File: config.mk
export PLATFORM = sky130hd
export DESIGN_NAME = pll_coefficient_search
export DESIGN_NICKNAME = d
export VERILOG_FILES = /design/src/rtl/pcs_pkg.sv /design/src/rtl/pcs_div.sv /design/src/rtl/pcs_dp.sv /design/src/rtl/pcs_ctrl.sv /design/src/rtl/pll_coefficient_search.sv
export VERILOG_INCLUDE_DIRS = /design/src /design/src/rtl
export SDC_FILE = /design/constraint.sdc
export NUM_CORES = 1
export LEC_CHECK = 0
export BUFFER_PORTS_ARGS = -buffer_cell sky130_fd_sc_hd__buf_2
export CORE_ASPECT_RATIO = 2
export CORE_MARGIN = 2
export CORE_UTILIZATION = 50
export DETAILED_ROUTE_END_ITERATION = 6
export GPL_ROUTABILITY_DRIVEN = 0
export PLACE_DENSITY = 0.67
export SYNTH_ARGS = -nofsm -noshare
export SYNTH_HDL_FRONTEND = slang
export SYNTH_SLANG_ARGS = --single-unit
export TNS_END_PERCENT = 30
File: constraint.sdc
create_clock -name clk_i -period 7.6 [get_ports clk_i]
set_input_delay 0.76 -clock clk_i [delete_from_list [all_inputs] [get_ports clk_i]]
set_output_delay 0.76 -clock clk_i [all_outputs]
set_load 0.005 [all_outputs]
File: src/rtl/pll_coefficient_search_defines.svh
// assertion macros for the pll coefficient search rtl
`ifndef PLL_COEFFICIENT_SEARCH_DEFINES_SVH
`define PLL_COEFFICIENT_SEARCH_DEFINES_SVH

// expression must hold at every clock edge out of reset
`define PCS_ASSERT(lbl, clk, rstn, expr) \
  lbl: assert property (@(posedge clk) disable iff (!(rstn)) (expr)) \
    else $error("pcs assertion failed");

// antecedent in this cycle implies consequent in this cycle
`define PCS_ASSERT_IMP(lbl, clk, rstn, ante, cons) \
  lbl: assert property (@(posedge clk) disable iff (!(rstn)) (ante) |-> (cons)) \
    else $error("pcs implication failed");

// antecedent in this cycle implies consequent in the next cycle
`define PCS_ASSERT_NXT(lbl, clk, rstn, ante, cons) \
  lbl: assert property (@(posedge clk) disable iff (!(rstn)) (ante) |=> (cons)) \
    else $error("pcs next-cycle implication failed");

`endif

File: src/rtl/pcs_pkg.sv
// types and constants of the pll coefficient search block
package pcs_pkg;

  localparam int unsigned TargetW  = 20;
  localparam int unsigned VclkW    = 21;
  localparam int unsigned CrystalW = 16;
  localparam int unsigned RefW     = 18;
  localparam int unsigned VcoW     = 20;
  localparam int unsigned ProdW    = 27;
  localparam int unsigned MW       = 4;
  localparam int unsigned NW       = 8;
  localparam int unsigned PW       = 3;
  localparam int unsigned ClkOutW  = 25;
  localparam int unsigned WordW    = 19;
  localparam int unsigned Word2W   = 32;
  localparam int unsigned CfgIdxW  = 3;
  localparam int unsigned CfgDataW = 20;
  localparam int unsigned InDataW  = 24;
  localparam int unsigned OutDataW = 96;

  localparam logic [CfgIdxW-1:0] CfgCrystal  = 3'd0;
  localparam logic [CfgIdxW-1:0] CfgEarly    = 3'd1;
  localparam logic [CfgIdxW-1:0] CfgMaxVco   = 3'd2;
  localparam logic [CfgIdxW-1:0] CfgTwoStage = 3'd3;

  localparam logic [CrystalW-1:0] CrystalReset   = 16'd14318;
  localparam logic [CrystalW-1:0] CrystalSpecial = 16'd14318;
  localparam logic [VcoW-1:0]     MaxVcoReset    = 20'd350000;
  localparam logic [VcoW-1:0]     SsVcoMin       = 20'd128000;
  localparam logic [VcoW-1:0]     TsVcoMin       = 20'd400000;
  localparam logic [VcoW-1:0]     TsVcoMax       = 20'd1000000;
  localparam logic [NW-1:0]       TsNMin         = 8'd5;
  localparam logic [Word2W-1:0]   SecondWord     = 32'h8000_0401;

  // commands from the controller to the datapath
  typedef struct packed {
    logic setup;
    logic p_inc;
    logic m_init;
    logic m_inc;
    logic mul1;
    logic div1;
    logic mul2;
    logic div2;
    logic calc;
    logic upd;
    logic out_load;
  } cmd_t;

  // status from the datapath to the controller
  typedef struct packed {
    logic ref_zero;
    logic window_ok;
    logic p_last;
    logic m_last;
    logic n_ok;
    logic div_busy;
  } sts_t;

endpackage

File: src/rtl/pcs_div.sv
// restoring divider, one quotient bit per cycle
module pcs_div #(
  parameter int unsigned DividendW = pcs_pkg::ProdW,
  parameter int unsigned DivisorW  = pcs_pkg::RefW
) (
  input  logic                 clk_i,
  input  logic                 rst_ni,
  input  logic                 start_i,
  input  logic [DividendW-1:0] dividend_i,
  input  logic [DivisorW-1:0]  divisor_i,
  output logic                 busy_o,
  output logic [DividendW-1:0] quotient_o
);

  localparam int unsigned CntW = (DividendW > 1) ? $clog2(DividendW) : 1;

  logic                 busy_q;
  logic [CntW-1:0]      cnt_q;
  logic [DivisorW-1:0]  rem_q;
  logic [DividendW-1:0] quo_q;
  logic [DivisorW-1:0]  dsr_q;

  logic [DivisorW:0] shifted;
  logic [DivisorW:0] diff;
  logic              take;

  assign shifted = {rem_q, quo_q[DividendW-1]};
  assign diff    = shifted - {1'b0, dsr_q};
  assign take    = shifted >= {1'b0, dsr_q};

  always_ff @(posedge clk_i or negedge rst_ni) begin
    if (!rst_ni) begin
      busy_q <= 1'b0;
      cnt_q  <= '0;
    end else if (start_i) begin
      busy_q <= 1'b1;
      cnt_q  <= CntW'(DividendW - 1);
    end else if (busy_q) begin
      cnt_q <= cnt_q - 1'b1;
      if (cnt_q == '0) begin
        busy_q <= 1'b0;
      end
    end
  end

  always_ff @(posedge clk_i) begin
    if (start_i) begin
      rem_q <= '0;
      quo_q <= dividend_i;
      dsr_q <= divisor_i;
    end else if (busy_q) begin
      rem_q <= take ? diff[DivisorW-1:0] : shifted[DivisorW-1:0];
      quo_q <= {quo_q[DividendW-2:0], take};
    end
  end

  assign busy_o     = busy_q;
  assign quotient_o = quo_q;

endmodule

File: src/rtl/pcs_dp.sv
// datapath: configuration, loop counters, products, divider and best candidate
module pcs_dp (
  input  logic                          clk_i,
  input  logic                          rst_ni,
  input  logic                          cfg_we_i,
  input  logic [pcs_pkg::CfgIdxW-1:0]   cfg_idx_i,
  input  logic [pcs_pkg::CfgDataW-1:0]  cfg_wdata_i,
  input  logic [pcs_pkg::TargetW-1:0]   target_i,
  input  logic                          vclk_dbl_i,
  input  pcs_pkg::cmd_t                 cmd_i,
  output pcs_pkg::sts_t                 sts_o,
  output logic [pcs_pkg::OutDataW-1:0]  out_data_o
);

  localparam int unsigned ProdW = pcs_pkg::ProdW;
  localparam int unsigned RefW  = pcs_pkg::RefW;
  localparam int unsigned MW    = pcs_pkg::MW;
  localparam int unsigned NW    = pcs_pkg::NW;
  localparam int unsigned PW    = pcs_pkg::PW;
  localparam int unsigned VclkW = pcs_pkg::VclkW;
  localparam int unsigned VcoW  = pcs_pkg::VcoW;

  logic [pcs_pkg::CrystalW-1:0] crystal_q;
  logic                         early_q;
  logic [VcoW-1:0]              max_vco_q;
  logic                         two_q;

  logic [VclkW-1:0] vclk_q;
  logic [PW-1:0]    p_q;
  logic [MW-1:0]    m_q;
  logic [ProdW-1:0] prod_q;
  logic [NW-1:0]    n_q;
  logic [ProdW-1:0] f_q;
  logic [ProdW-1:0] d_q;

  logic             hit_q;
  logic [MW-1:0]    best_m_q;
  logic [NW-1:0]    best_n_q;
  logic [PW-1:0]    best_p_q;
  logic [ProdW-1:0] best_f_q;
  logic [ProdW-1:0] best_d_q;
  logic [pcs_pkg::OutDataW-1:0] out_q;

  // search limits follow the registers; the user must hold them still during a search (not enforced)
  logic [RefW-1:0]  ref_w;
  logic [MW-1:0]    m_lo_w;
  logic [MW-1:0]    m_hi_w;
  logic [PW-1:0]    p_hi_w;
  logic [VcoW-1:0]  vco_lo_w;
  logic [VcoW-1:0]  vco_hi_w;
  logic [NW-1:0]    n_lo_w;

  always_comb begin
    if (two_q) begin
      ref_w    = {crystal_q, 2'b00};
      m_lo_w   = MW'(1);
      m_hi_w   = MW'(13);
      p_hi_w   = PW'(6);
      vco_lo_w = pcs_pkg::TsVcoMin;
      vco_hi_w = pcs_pkg::TsVcoMax;
      n_lo_w   = pcs_pkg::TsNMin;
    end else begin
      ref_w = {2'b00, crystal_q};
      if (crystal_q == pcs_pkg::CrystalSpecial) begin
        m_lo_w = MW'(8);
        m_hi_w = MW'(14) - {{(MW-1){1'b0}}, early_q};
      end else begin
        m_lo_w = MW'(7);
        m_hi_w = MW'(13) - {{(MW-1){1'b0}}, early_q};
      end
      p_hi_w   = PW'(4) - {{(PW-1){1'b0}}, early_q};
      vco_lo_w = pcs_pkg::SsVcoMin;
      vco_hi_w = max_vco_q;
      n_lo_w   = '0;
    end
  end

  logic [ProdW-1:0]      vco_w;
  logic                  window_ok;
  logic [MW+VcoW-1:0]    mul1_w;
  logic [RefW+NW-1:0]    mul2_w;
  logic [ProdW-1:0]      quot_w;
  logic                  div_busy;
  logic [RefW-1:0]       divisor_w;
  logic [ProdW-1:0]      f_w;
  logic [ProdW-1:0]      vclk_x;
  logic [ProdW-1:0]      d_w;
  logic                  better;

  assign vco_w     = {{(ProdW-VclkW){1'b0}}, vclk_q} << p_q;
  assign window_ok = (vco_w >= {{(ProdW-VcoW){1'b0}}, vco_lo_w}) &&
                     (vco_w <= {{(ProdW-VcoW){1'b0}}, vco_hi_w});
  // inside the window the vco fits the narrow operand
  assign mul1_w    = vco_w[VcoW-1:0] * m_q;
  assign mul2_w    = ref_w * quot_w[NW-1:0];
  assign divisor_w = cmd_i.div2 ? {{(RefW-MW){1'b0}}, m_q} : ref_w;

  pcs_div #(
    .DividendW(ProdW),
    .DivisorW (RefW)
  ) u_div (
    .clk_i     (clk_i),
    .rst_ni    (rst_ni),
    .start_i   (cmd_i.div1 | cmd_i.div2),
    .dividend_i(prod_q),
    .divisor_i (divisor_w),
    .busy_o    (div_busy),
    .quotient_o(quot_w)
  );

  assign f_w    = quot_w >> p_q;
  assign vclk_x = {{(ProdW-VclkW){1'b0}}, vclk_q};
  assign d_w    = (f_w > vclk_x) ? (f_w - vclk_x) : (vclk_x - f_w);
  assign better = !hit_q || (d_q < best_d_q);

  always_ff @(posedge clk_i or negedge rst_ni) begin
    if (!rst_ni) begin
      crystal_q <= pcs_pkg::CrystalReset;
      early_q   <= 1'b0;
      max_vco_q <= pcs_pkg::MaxVcoReset;
      two_q     <= 1'b0;
    end else if (cfg_we_i) begin
      case (cfg_idx_i)
        pcs_pkg::CfgCrystal:  crystal_q <= cfg_wdata_i[pcs_pkg::CrystalW-1:0];
        pcs_pkg::CfgEarly:    early_q   <= cfg_wdata_i[0];
        pcs_pkg::CfgMaxVco:   max_vco_q <= cfg_wdata_i[VcoW-1:0];
        pcs_pkg::CfgTwoStage: two_q     <= cfg_wdata_i[0];
        default: ;
      endcase
    end
  end

  always_ff @(posedge clk_i or negedge rst_ni) begin
    if (!rst_ni) begin
      hit_q <= 1'b0;
    end else if (cmd_i.setup) begin
      hit_q <= 1'b0;
    end else if (cmd_i.upd && better) begin
      hit_q <= 1'b1;
    end
  end

  always_ff @(posedge clk_i) begin
    if (cmd_i.setup) begin
      vclk_q <= vclk_dbl_i ? {target_i, 1'b0} : {1'b0, target_i};
      p_q    <= '0;
    end else if (cmd_i.p_inc) begin
      p_q <= p_q + 1'b1;
    end
    if (cmd_i.m_init) begin
      m_q <= m_lo_w;
    end else if (cmd_i.m_inc) begin
      m_q <= m_q + 1'b1;
    end
    if (cmd_i.mul1) begin
      prod_q <= {{(ProdW-MW-VcoW){1'b0}}, mul1_w};
    end else if (cmd_i.mul2) begin
      prod_q <= {{(ProdW-RefW-NW){1'b0}}, mul2_w};
    end
    // n is taken while the first quotient still sits in the divider
    if (cmd_i.mul2) begin
      n_q <= quot_w[NW-1:0];
    end
    if (cmd_i.calc) begin
      f_q <= f_w;
      d_q <= d_w;
    end
    if (cmd_i.upd && better) begin
      best_m_q <= m_q;
      best_n_q <= n_q;
      best_p_q <= p_q;
      best_f_q <= f_q;
      best_d_q <= d_q;
    end
    if (cmd_i.out_load) begin
      if (hit_q) begin
        out_q <= {4'b0000,
                  two_q ? pcs_pkg::SecondWord : {pcs_pkg::Word2W{1'b0}},
                  best_p_q, best_n_q, 4'b0000, best_m_q,
                  best_f_q[pcs_pkg::ClkOutW-1:0],
                  best_p_q, best_n_q, best_m_q, 1'b1};
      end else begin
        out_q <= '0;
      end
    end
  end

  assign sts_o.ref_zero  = (crystal_q == '0);
  assign sts_o.window_ok = window_ok;
  assign sts_o.p_last    = (p_q == p_hi_w);
  assign sts_o.m_last    = (m_q == m_hi_w);
  assign sts_o.n_ok      = (quot_w[ProdW-1:NW] == '0) && (quot_w[NW-1:0] >= n_lo_w);
  assign sts_o.div_busy  = div_busy;

  assign out_data_o = out_q;

endmodule

File: src/rtl/pcs_ctrl.sv
// controller state machine of the pll coefficient search
`include "pll_coefficient_search_defines.svh"

module pcs_ctrl (
  input  logic          clk_i,
  input  logic          rst_ni,
  input  logic          s_axis_tvalid,
  output logic          s_axis_tready,
  output logic          m_axis_tvalid,
  input  logic          m_axis_tready,
  input  pcs_pkg::sts_t sts_i,
  output pcs_pkg::cmd_t cmd_o
);

  typedef enum logic [3:0] {
    ST_IDLE,
    ST_PCHK,
    ST_MUL1,
    ST_DIV1S,
    ST_DIV1W,
    ST_NCHK,
    ST_MUL2,
    ST_DIV2S,
    ST_DIV2W,
    ST_CALC,
    ST_UPD,
    ST_MNEXT,
    ST_DONE
  } state_e;

  state_e        state_q, state_d;
  logic          out_valid_q;
  logic          out_free;
  pcs_pkg::cmd_t cmd;

  assign out_free = !out_valid_q || m_axis_tready;

  always_comb begin
    cmd     = '0;
    state_d = state_q;
    case (state_q)
      ST_IDLE: begin
        if (s_axis_tvalid) begin
          cmd.setup = 1'b1;
          state_d   = sts_i.ref_zero ? ST_DONE : ST_PCHK;
        end
      end
      ST_PCHK: begin
        if (sts_i.window_ok) begin
          cmd.m_init = 1'b1;
          state_d    = ST_MUL1;
        end else if (sts_i.p_last) begin
          state_d = ST_DONE;
        end else begin
          cmd.p_inc = 1'b1;
        end
      end
      ST_MUL1: begin
        cmd.mul1 = 1'b1;
        state_d  = ST_DIV1S;
      end
      ST_DIV1S: begin
        cmd.div1 = 1'b1;
        state_d  = ST_DIV1W;
      end
      ST_DIV1W: begin
        if (!sts_i.div_busy) begin
          state_d = ST_NCHK;
        end
      end
      ST_NCHK: begin
        state_d = sts_i.n_ok ? ST_MUL2 : ST_MNEXT;
      end
      ST_MUL2: begin
        cmd.mul2 = 1'b1;
        state_d  = ST_DIV2S;
      end
      ST_DIV2S: begin
        cmd.div2 = 1'b1;
        state_d  = ST_DIV2W;
      end
      ST_DIV2W: begin
        if (!sts_i.div_busy) begin
          state_d = ST_CALC;
        end
      end
      ST_CALC: begin
        cmd.calc = 1'b1;
        state_d  = ST_UPD;
      end
      ST_UPD: begin
        cmd.upd = 1'b1;
        state_d = ST_MNEXT;
      end
      ST_MNEXT: begin
        if (!sts_i.m_last) begin
          cmd.m_inc = 1'b1;
          state_d   = ST_MUL1;
        end else if (sts_i.p_last) begin
          state_d = ST_DONE;
        end else begin
          cmd.p_inc = 1'b1;
          state_d   = ST_PCHK;
        end
      end
      ST_DONE: begin
        if (out_free) begin
          cmd.out_load = 1'b1;
          state_d      = ST_IDLE;
        end
      end
      default: begin
        state_d = ST_IDLE;
      end
    endcase
  end

  always_ff @(posedge clk_i or negedge rst_ni) begin
    if (!rst_ni) begin
      state_q     <= ST_IDLE;
      out_valid_q <= 1'b0;
    end else begin
      state_q <= state_d;
      if (cmd.out_load) begin
        out_valid_q <= 1'b1;
      end else if (m_axis_tready) begin
        out_valid_q <= 1'b0;
      end
    end
  end

  assign s_axis_tready = (state_q == ST_IDLE);
  assign m_axis_tvalid = out_valid_q;
  assign cmd_o         = cmd;

  `PCS_ASSERT_IMP(a_div_start_idle, clk_i, rst_ni, cmd.div1 || cmd.div2, !sts_i.div_busy)
  `PCS_ASSERT_IMP(a_load_no_overwrite, clk_i, rst_ni, cmd.out_load, !out_valid_q || m_axis_tready)
  `PCS_ASSERT_IMP(a_m_loop_in_window, clk_i, rst_ni, cmd.m_init, sts_i.window_ok)
  `PCS_ASSERT_NXT(a_load_gives_valid, clk_i, rst_ni, cmd.out_load, out_valid_q)

endmodule

File: src/rtl/pll_coefficient_search.sv
// pll coefficient search: top level joining controller and datapath
//
// Input channel s_axis: one transfer carries a wanted clock in kHz and the
// scan-doubling flag. The block then scans the post-divider shift P (outer)
// and reference divider M (inner) and finds N with a shared restoring
// divider that yields one quotient bit per cycle.
// Output channel m_axis: one transfer per input with found, M, N, P, the
// achieved clock, the packed pll word and the second-stage word; all zero
// when no candidate fits.
// Each shift P is checked against the vco window; each (P, M) candidate
// inside it runs one division for N, and a candidate whose N is in range
// runs a second division for the achieved clock. At most 28 candidates
// pass the window.
// Items are taken one at a time; s_axis_tready is high only while idle.
// The result sits in an output register, so a new item is accepted while
// the previous result still waits; a stalled receiver holds the search at
// its last step until the register frees up.
// Reset restores the configuration defaults and empties the output.
// Configuration writes go through cfg_we_i/cfg_idx_i/cfg_wdata_i; the user must make them while idle (not enforced).
module pll_coefficient_search (
  input  logic                          clk_i,
  input  logic                          rst_ni,
  input  logic                          cfg_we_i,
  input  logic [pcs_pkg::CfgIdxW-1:0]   cfg_idx_i,
  input  logic [pcs_pkg::CfgDataW-1:0]  cfg_wdata_i,
  input  logic                          s_axis_tvalid,
  output logic                          s_axis_tready,
  // [19:0] target_khz, [23:20] zero
  input  logic [pcs_pkg::InDataW-1:0]   s_axis_tdata,
  // [0] scan doubling flag
  input  logic                          s_axis_tuser,
  output logic                          m_axis_tvalid,
  input  logic                          m_axis_tready,
  // [0] found, [4:1] m_div, [12:5] n_mult, [15:13] p_shift,
  // [40:16] clock_out_khz, [59:41] pll_word, [91:60] second_pll_word, [95:92] zero
  output logic [pcs_pkg::OutDataW-1:0]  m_axis_tdata
);

  pcs_pkg::cmd_t cmd;
  pcs_pkg::sts_t sts;

  pcs_ctrl u_ctrl (
    .clk_i        (clk_i),
    .rst_ni       (rst_ni),
    .s_axis_tvalid(s_axis_tvalid),
    .s_axis_tready(s_axis_tready),
    .m_axis_tvalid(m_axis_tvalid),
    .m_axis_tready(m_axis_tready),
    .sts_i        (sts),
    .cmd_o        (cmd)
  );

  pcs_dp u_dp (
    .clk_i        (clk_i),
    .rst_ni       (rst_ni),
    .cfg_we_i     (cfg_we_i),
    .cfg_idx_i    (cfg_idx_i),
    .cfg_wdata_i  (cfg_wdata_i),
    .target_i     (s_axis_tdata[pcs_pkg::TargetW-1:0]),
    .vclk_dbl_i   (s_axis_tuser),
    .cmd_i        (cmd),
    .sts_o        (sts),
    .out_data_o   (m_axis_tdata)
  );

endmodule

==> summary.md <==
## Status
- finished, final reports clean — result of the run

## Clock tree
- 3 — number of buffers on the longest clock path
- 630 ps — worst skew pair latency
- 1 — maximum level of the CTS H-tree
- 0 — post-CTS setup buffers
- 0 — Resized Gates After CTS
- yes — TritonCTS clock tree
- 336 — clk sink count
- 70 ps — clock transition at the registers of the reported paths
- 30 — number of buffers created by CTS
- 0 — count of hold-fix buffers inserted at cts
- sky130_fd_sc_hd__clkbuf_16 — CTS root buf

## Floorplan
- 330 um — Die Y-Extent
- 50.4% — effective utilization at floorplan
- 55,000 um^2 — full die area
- 52,600 um^2 — placeable core region
- 167 um — Die X
- 119 — number of rows in the core area
- 151 — boundary pin count

## Synth
- 14.9% — fraction of registers with async set or reset after synthesis
- 0 — count of warnings emitted by yosys
- 29.8% — area share of the leading cell type in the synthesized netlist
- 36.4% — fraction of the yosys area taken by sequential cells
- 2,646 — number of cells produced by synthesis
- sky130_fd_sc_hd__edfxtp_1 — leading register cell type out of synthesis
- 26,500 um^2 — Post-Syn Area
- 336 — synthesized flop and latch total
- sky130_fd_sc_hd__edfxtp_1 — cell type contributing the most total cell area after synthesis
- 85 — synth unique cells
- 263 — number of enable-type register cells in the synthesized netlist
- sky130_fd_sc_hd__edfxtp_1, sky130_fd_sc_hd__fa_1, sky130_fd_sc_hd__ha_1 — leading post-synthesis cells by cell area
- 10.0 um^2 — Avg Synthesized Cell Area

## Cells and area
- 28,600 um^2 — Final Cell Area
- 3,086 — net total in the final layout
- 13.5% — share of post-route cells with drive strength above 1
- 4,645 — Fillers
- 7.94% — signed area change from the synthesized netlist to the final layout
- 3,391 — number of standard cells in the final layout excluding fillers

## Drt
- 0 — count of unresolved DRC violations after routing
- 20.7 um — routed wire length per instance
- 0 — number of nets with antenna violations after detailed routing
- 70.3 mm — wire length after detailed routing
- 5 — router iterations before antenna repair
- 1,180 — violation count after the first detailed-route iteration
- 5.78 — detailed-route vias per instance
- 19,600 — number of vias in the routed layout

## Worst setup path
- 670 ps — largest stage delay on the critical path
- 8130 ps — data required time at the worst endpoint
- sky130_fd_sc_hd__fa_1 — most used cell along the critical path
- 31 — CP Max Fanout
- register — startpoint type of the worst setup path
- 6950 ps — worst endpoint data arrival time
- 3 — number of buffers and inverters on the critical path
- adder cells — kind of cell adding the most delay to the critical path
- sky130_fd_sc_hd__dfrtp_2 — slowest CP cell
- buf_4 -> mux2_2 -> and2_1 -> fa_1 -> fa_1 -> fa_1 -> inv_1 -> fa_1 -> inv_1 -> ha_1 -> and3_1 -> and3_1 -> a32oi_1 -> nand3_1 -> a311o_1 -> a31oi_1 -> o21ai_0 -> xnor2_1 -> o32ai_1 — cells along the critical path
- register — CP Capture Type
- register to register — start-to-end type of the worst setup path

## Power
- 0.223 mV — worst voltage drop across the vdd grid
- 1.84 mW — net switching power figure
- 33.1% — switching part of the total power
- 5.55 mW — post-layout power
- 29.6% — Clk network pwr share
- 28.5% — combinational group share of total power
- 3.71 mW — total internal power
- 41.8% — fraction of power consumed by sequential logic
- 13.1 nW — Leakage
- 194 nW/um^2 — power density over cell area

## Hold path
- primary input to asynchronous set/reset pin — min-delay worst type

## Placed design
- 109 — count of port buffers added during placement
- 1210 ps — minimum setup slack after placement
- 27,600 um^2 — dpl cell area
- 3,334 — Cell Count Post-Placement
- 55.7 mm — post-detailed-placement half-perimeter wirelength

## GRT
- 53 — pin count of the biggest net entering global routing
- 20,500 — vias in the first global route
- 25.5% — gr usage total
- 109 mm — global-route wire length before repair
- 0 — total global routing overflow
- 1 — antenna violations before repair

## STA
- 0 ps — setup TNS
- 156 MHz — highest clock frequency the design can meet
- 6430 ps — crit path time final
- 1170 ps — setup ws final
- 84.6% — final clock period utilization by the worst path
- false — unrepaired setup endpoints after global routing
- 0 — hold violation total from the final report
- 1160 ps — transition time of the tightest slew-check pin
- 0 — Slew Limit Fails
- 0 — number of endpoints failing setup at the final stage
- 25.1 ps — final worst clock skew
- 22.3% — Relative slew margins

## Run
- 0 — number of max-cap violations

cells by family (layout without fill, tap and decap cells):
group                      Yosys count  after routing  share of synthesized area [%]
other                                1             38                         0.0141
DFF                                336            336                           36.4
buffers and inverters              465            508                           7.51
xor gates and xnor gates            69             69                           2.28
muxes                              163            163                           7.69
AOI/OAI and AO/OA                  465            465                           11.3
and+or+nand+nor                    815            815                           15.4
adders and majority gates          332            332                           19.5
worst reg2reg max path, stage by stage (launching register included):
cell and delay [ps]:
sky130_fd_sc_hd__dfrtp_2 670, sky130_fd_sc_hd__buf_4 450, sky130_fd_sc_hd__mux2_2 460, sky130_fd_sc_hd__and2_1 190
sky130_fd_sc_hd__fa_1 500, sky130_fd_sc_hd__fa_1 440, sky130_fd_sc_hd__fa_1 540, sky130_fd_sc_hd__inv_1 50
sky130_fd_sc_hd__fa_1 530, sky130_fd_sc_hd__inv_1 50, sky130_fd_sc_hd__ha_1 340, sky130_fd_sc_hd__and3_1 250
sky130_fd_sc_hd__and3_1 210, sky130_fd_sc_hd__a32oi_1 170, sky130_fd_sc_hd__nand3_1 230, sky130_fd_sc_hd__a311o_1 420
sky130_fd_sc_hd__a31oi_1 290, sky130_fd_sc_hd__o21ai_0 180, sky130_fd_sc_hd__xnor2_1 150, sky130_fd_sc_hd__o32ai_1 210
final cells by class:
class | count | area, um^2 | share of cell area (%)
multi-input combinational | 1881 | 15100 | 52.7
sequential | 336 | 9640 | 33.7
inverter | 297 | 1110 | 3.90
timing repair buffer | 155 | 903 | 3.16
tap | 665 | 832 | 2.91
clock buffer | 36 | 793 | 2.77
clock inverter | 20 | 254 | 0.888
antenna | 1 | 2.50 | 0.00875
metrics by stage:
step,hold slack [ps],utilization (%)
5_1_grt,309,54.4
2_1_floorplan,400,-
3_5_place_dp,405,52.4
4_1_cts,271,54.4
6_report,254,54.4
3_3_place_gp,402,52.4
final timing paths:
kind	from	end	slack, ps	cells past startpoint
setup / recovery	u_dp.two_q$_DFFE_PN0P_	u_dp.prod_q[25]$_SDFFE_PP0P_	1170	19
hold / removal	rst_ni	u_ctrl.m_axis_tvalid$_DFFE_PN0P_	250	2
setup reg to reg	u_dp.two_q$_DFFE_PN0P_	u_dp.prod_q[25]$_SDFFE_PP0P_	1170	19
hold reg to reg	u_dp.f_q[1]$_DFFE_PN_	u_dp.best_f_q[1]$_DFFE_PP_	420	0
max in group asynchronous	rst_ni	u_dp.two_q$_DFFE_PN0P_	6750	2
min in group clk_i	cfg_wdata_i[11]	u_dp.max_vco_q[11]$_DFFE_PN0P_	390	2
state kept, by name, indices dropped and copies added (netlist names), 16 cells and up:
signal / count
u_dp.best_d_q: 27
u_dp.best_f_q: 25
u_dp.crystal_q: 16
u_dp.d_q: 27
u_dp.f_q: 25
u_dp.max_vco_q: 20
u_dp.out_data_o: 42
u_dp.prod_q: 26
u_dp.u_div.dsr_q: 18
u_dp.u_div.quotient_o: 27
u_dp.u_div.rem_q: 18
u_dp.vclk_q: 21
cell usage in the layout, fill, tap and decap left out, types with 37 or more instances in the layout:
cell type | netlist | layout
sky130_fd_sc_hd__a21o_1 | 66 | 66
sky130_fd_sc_hd__a21oi_1 | 128 | 128
sky130_fd_sc_hd__and2_1 | 109 | 109
sky130_fd_sc_hd__buf_2 | 9 | 109
sky130_fd_sc_hd__buf_4 | 56 | 45
sky130_fd_sc_hd__conb_1 | 1 | 37
sky130_fd_sc_hd__edfxtp_1 | 263 | 263
sky130_fd_sc_hd__fa_1 | 135 | 135
sky130_fd_sc_hd__ha_1 | 197 | 197
sky130_fd_sc_hd__inv_1 | 294 | 295
sky130_fd_sc_hd__mux2_2 | 77 | 77
sky130_fd_sc_hd__mux2i_1 | 60 | 60
sky130_fd_sc_hd__nand2_1 | 288 | 287
sky130_fd_sc_hd__nor2_1 | 117 | 114
sky130_fd_sc_hd__nor2b_1 | 109 | 109
sky130_fd_sc_hd__o21ai_0 | 105 | 105
sky130_fd_sc_hd__xnor2_1 | 41 | 41
Yosys cell counts, types with 30 or more instances:
library cell	count
sky130_fd_sc_hd__fa_1	135
sky130_fd_sc_hd__edfxtp_1	263
sky130_fd_sc_hd__buf_4	56
sky130_fd_sc_hd__mux2i_1	60
sky130_fd_sc_hd__o21ai_0	105
sky130_fd_sc_hd__nand2_1	288
sky130_fd_sc_hd__ha_1	197
sky130_fd_sc_hd__nor2b_1	109
sky130_fd_sc_hd__xnor2_1	41
sky130_fd_sc_hd__and2_1	109
sky130_fd_sc_hd__dfrtp_1	30
sky130_fd_sc_hd__inv_1	294
sky130_fd_sc_hd__a21o_1	66
sky130_fd_sc_hd__nor2_1	117
sky130_fd_sc_hd__mux2_2	77
sky130_fd_sc_hd__a21oi_1	128
sky130_fd_sc_hd__clkbuf_1	85
power by group through the flow:
stage                     registers [mW]  clock network (mW)  logic, mW
after floorplan                     2.28                   0       1.17
after global placement              2.35                   0       1.52
after detailed placement            2.35                   0       1.57
after CTS                           2.32                1.68       1.58
after global routing                2.34                1.73       1.75
final                               2.32                1.64       1.58
layer usage:
metal / global-route usage, % / wire length (um) / up-vias
li1: - / - / 9127
met1: 23.8 / 23100 / 9574
met2: 50.4 / 38700 / 627
met3: 2.55 / 2620 / 258
met4: 18.6 / 5860 / 0
met5: 0 / 0 / -
Note: power is estimated with default switching activity, not from simulation.
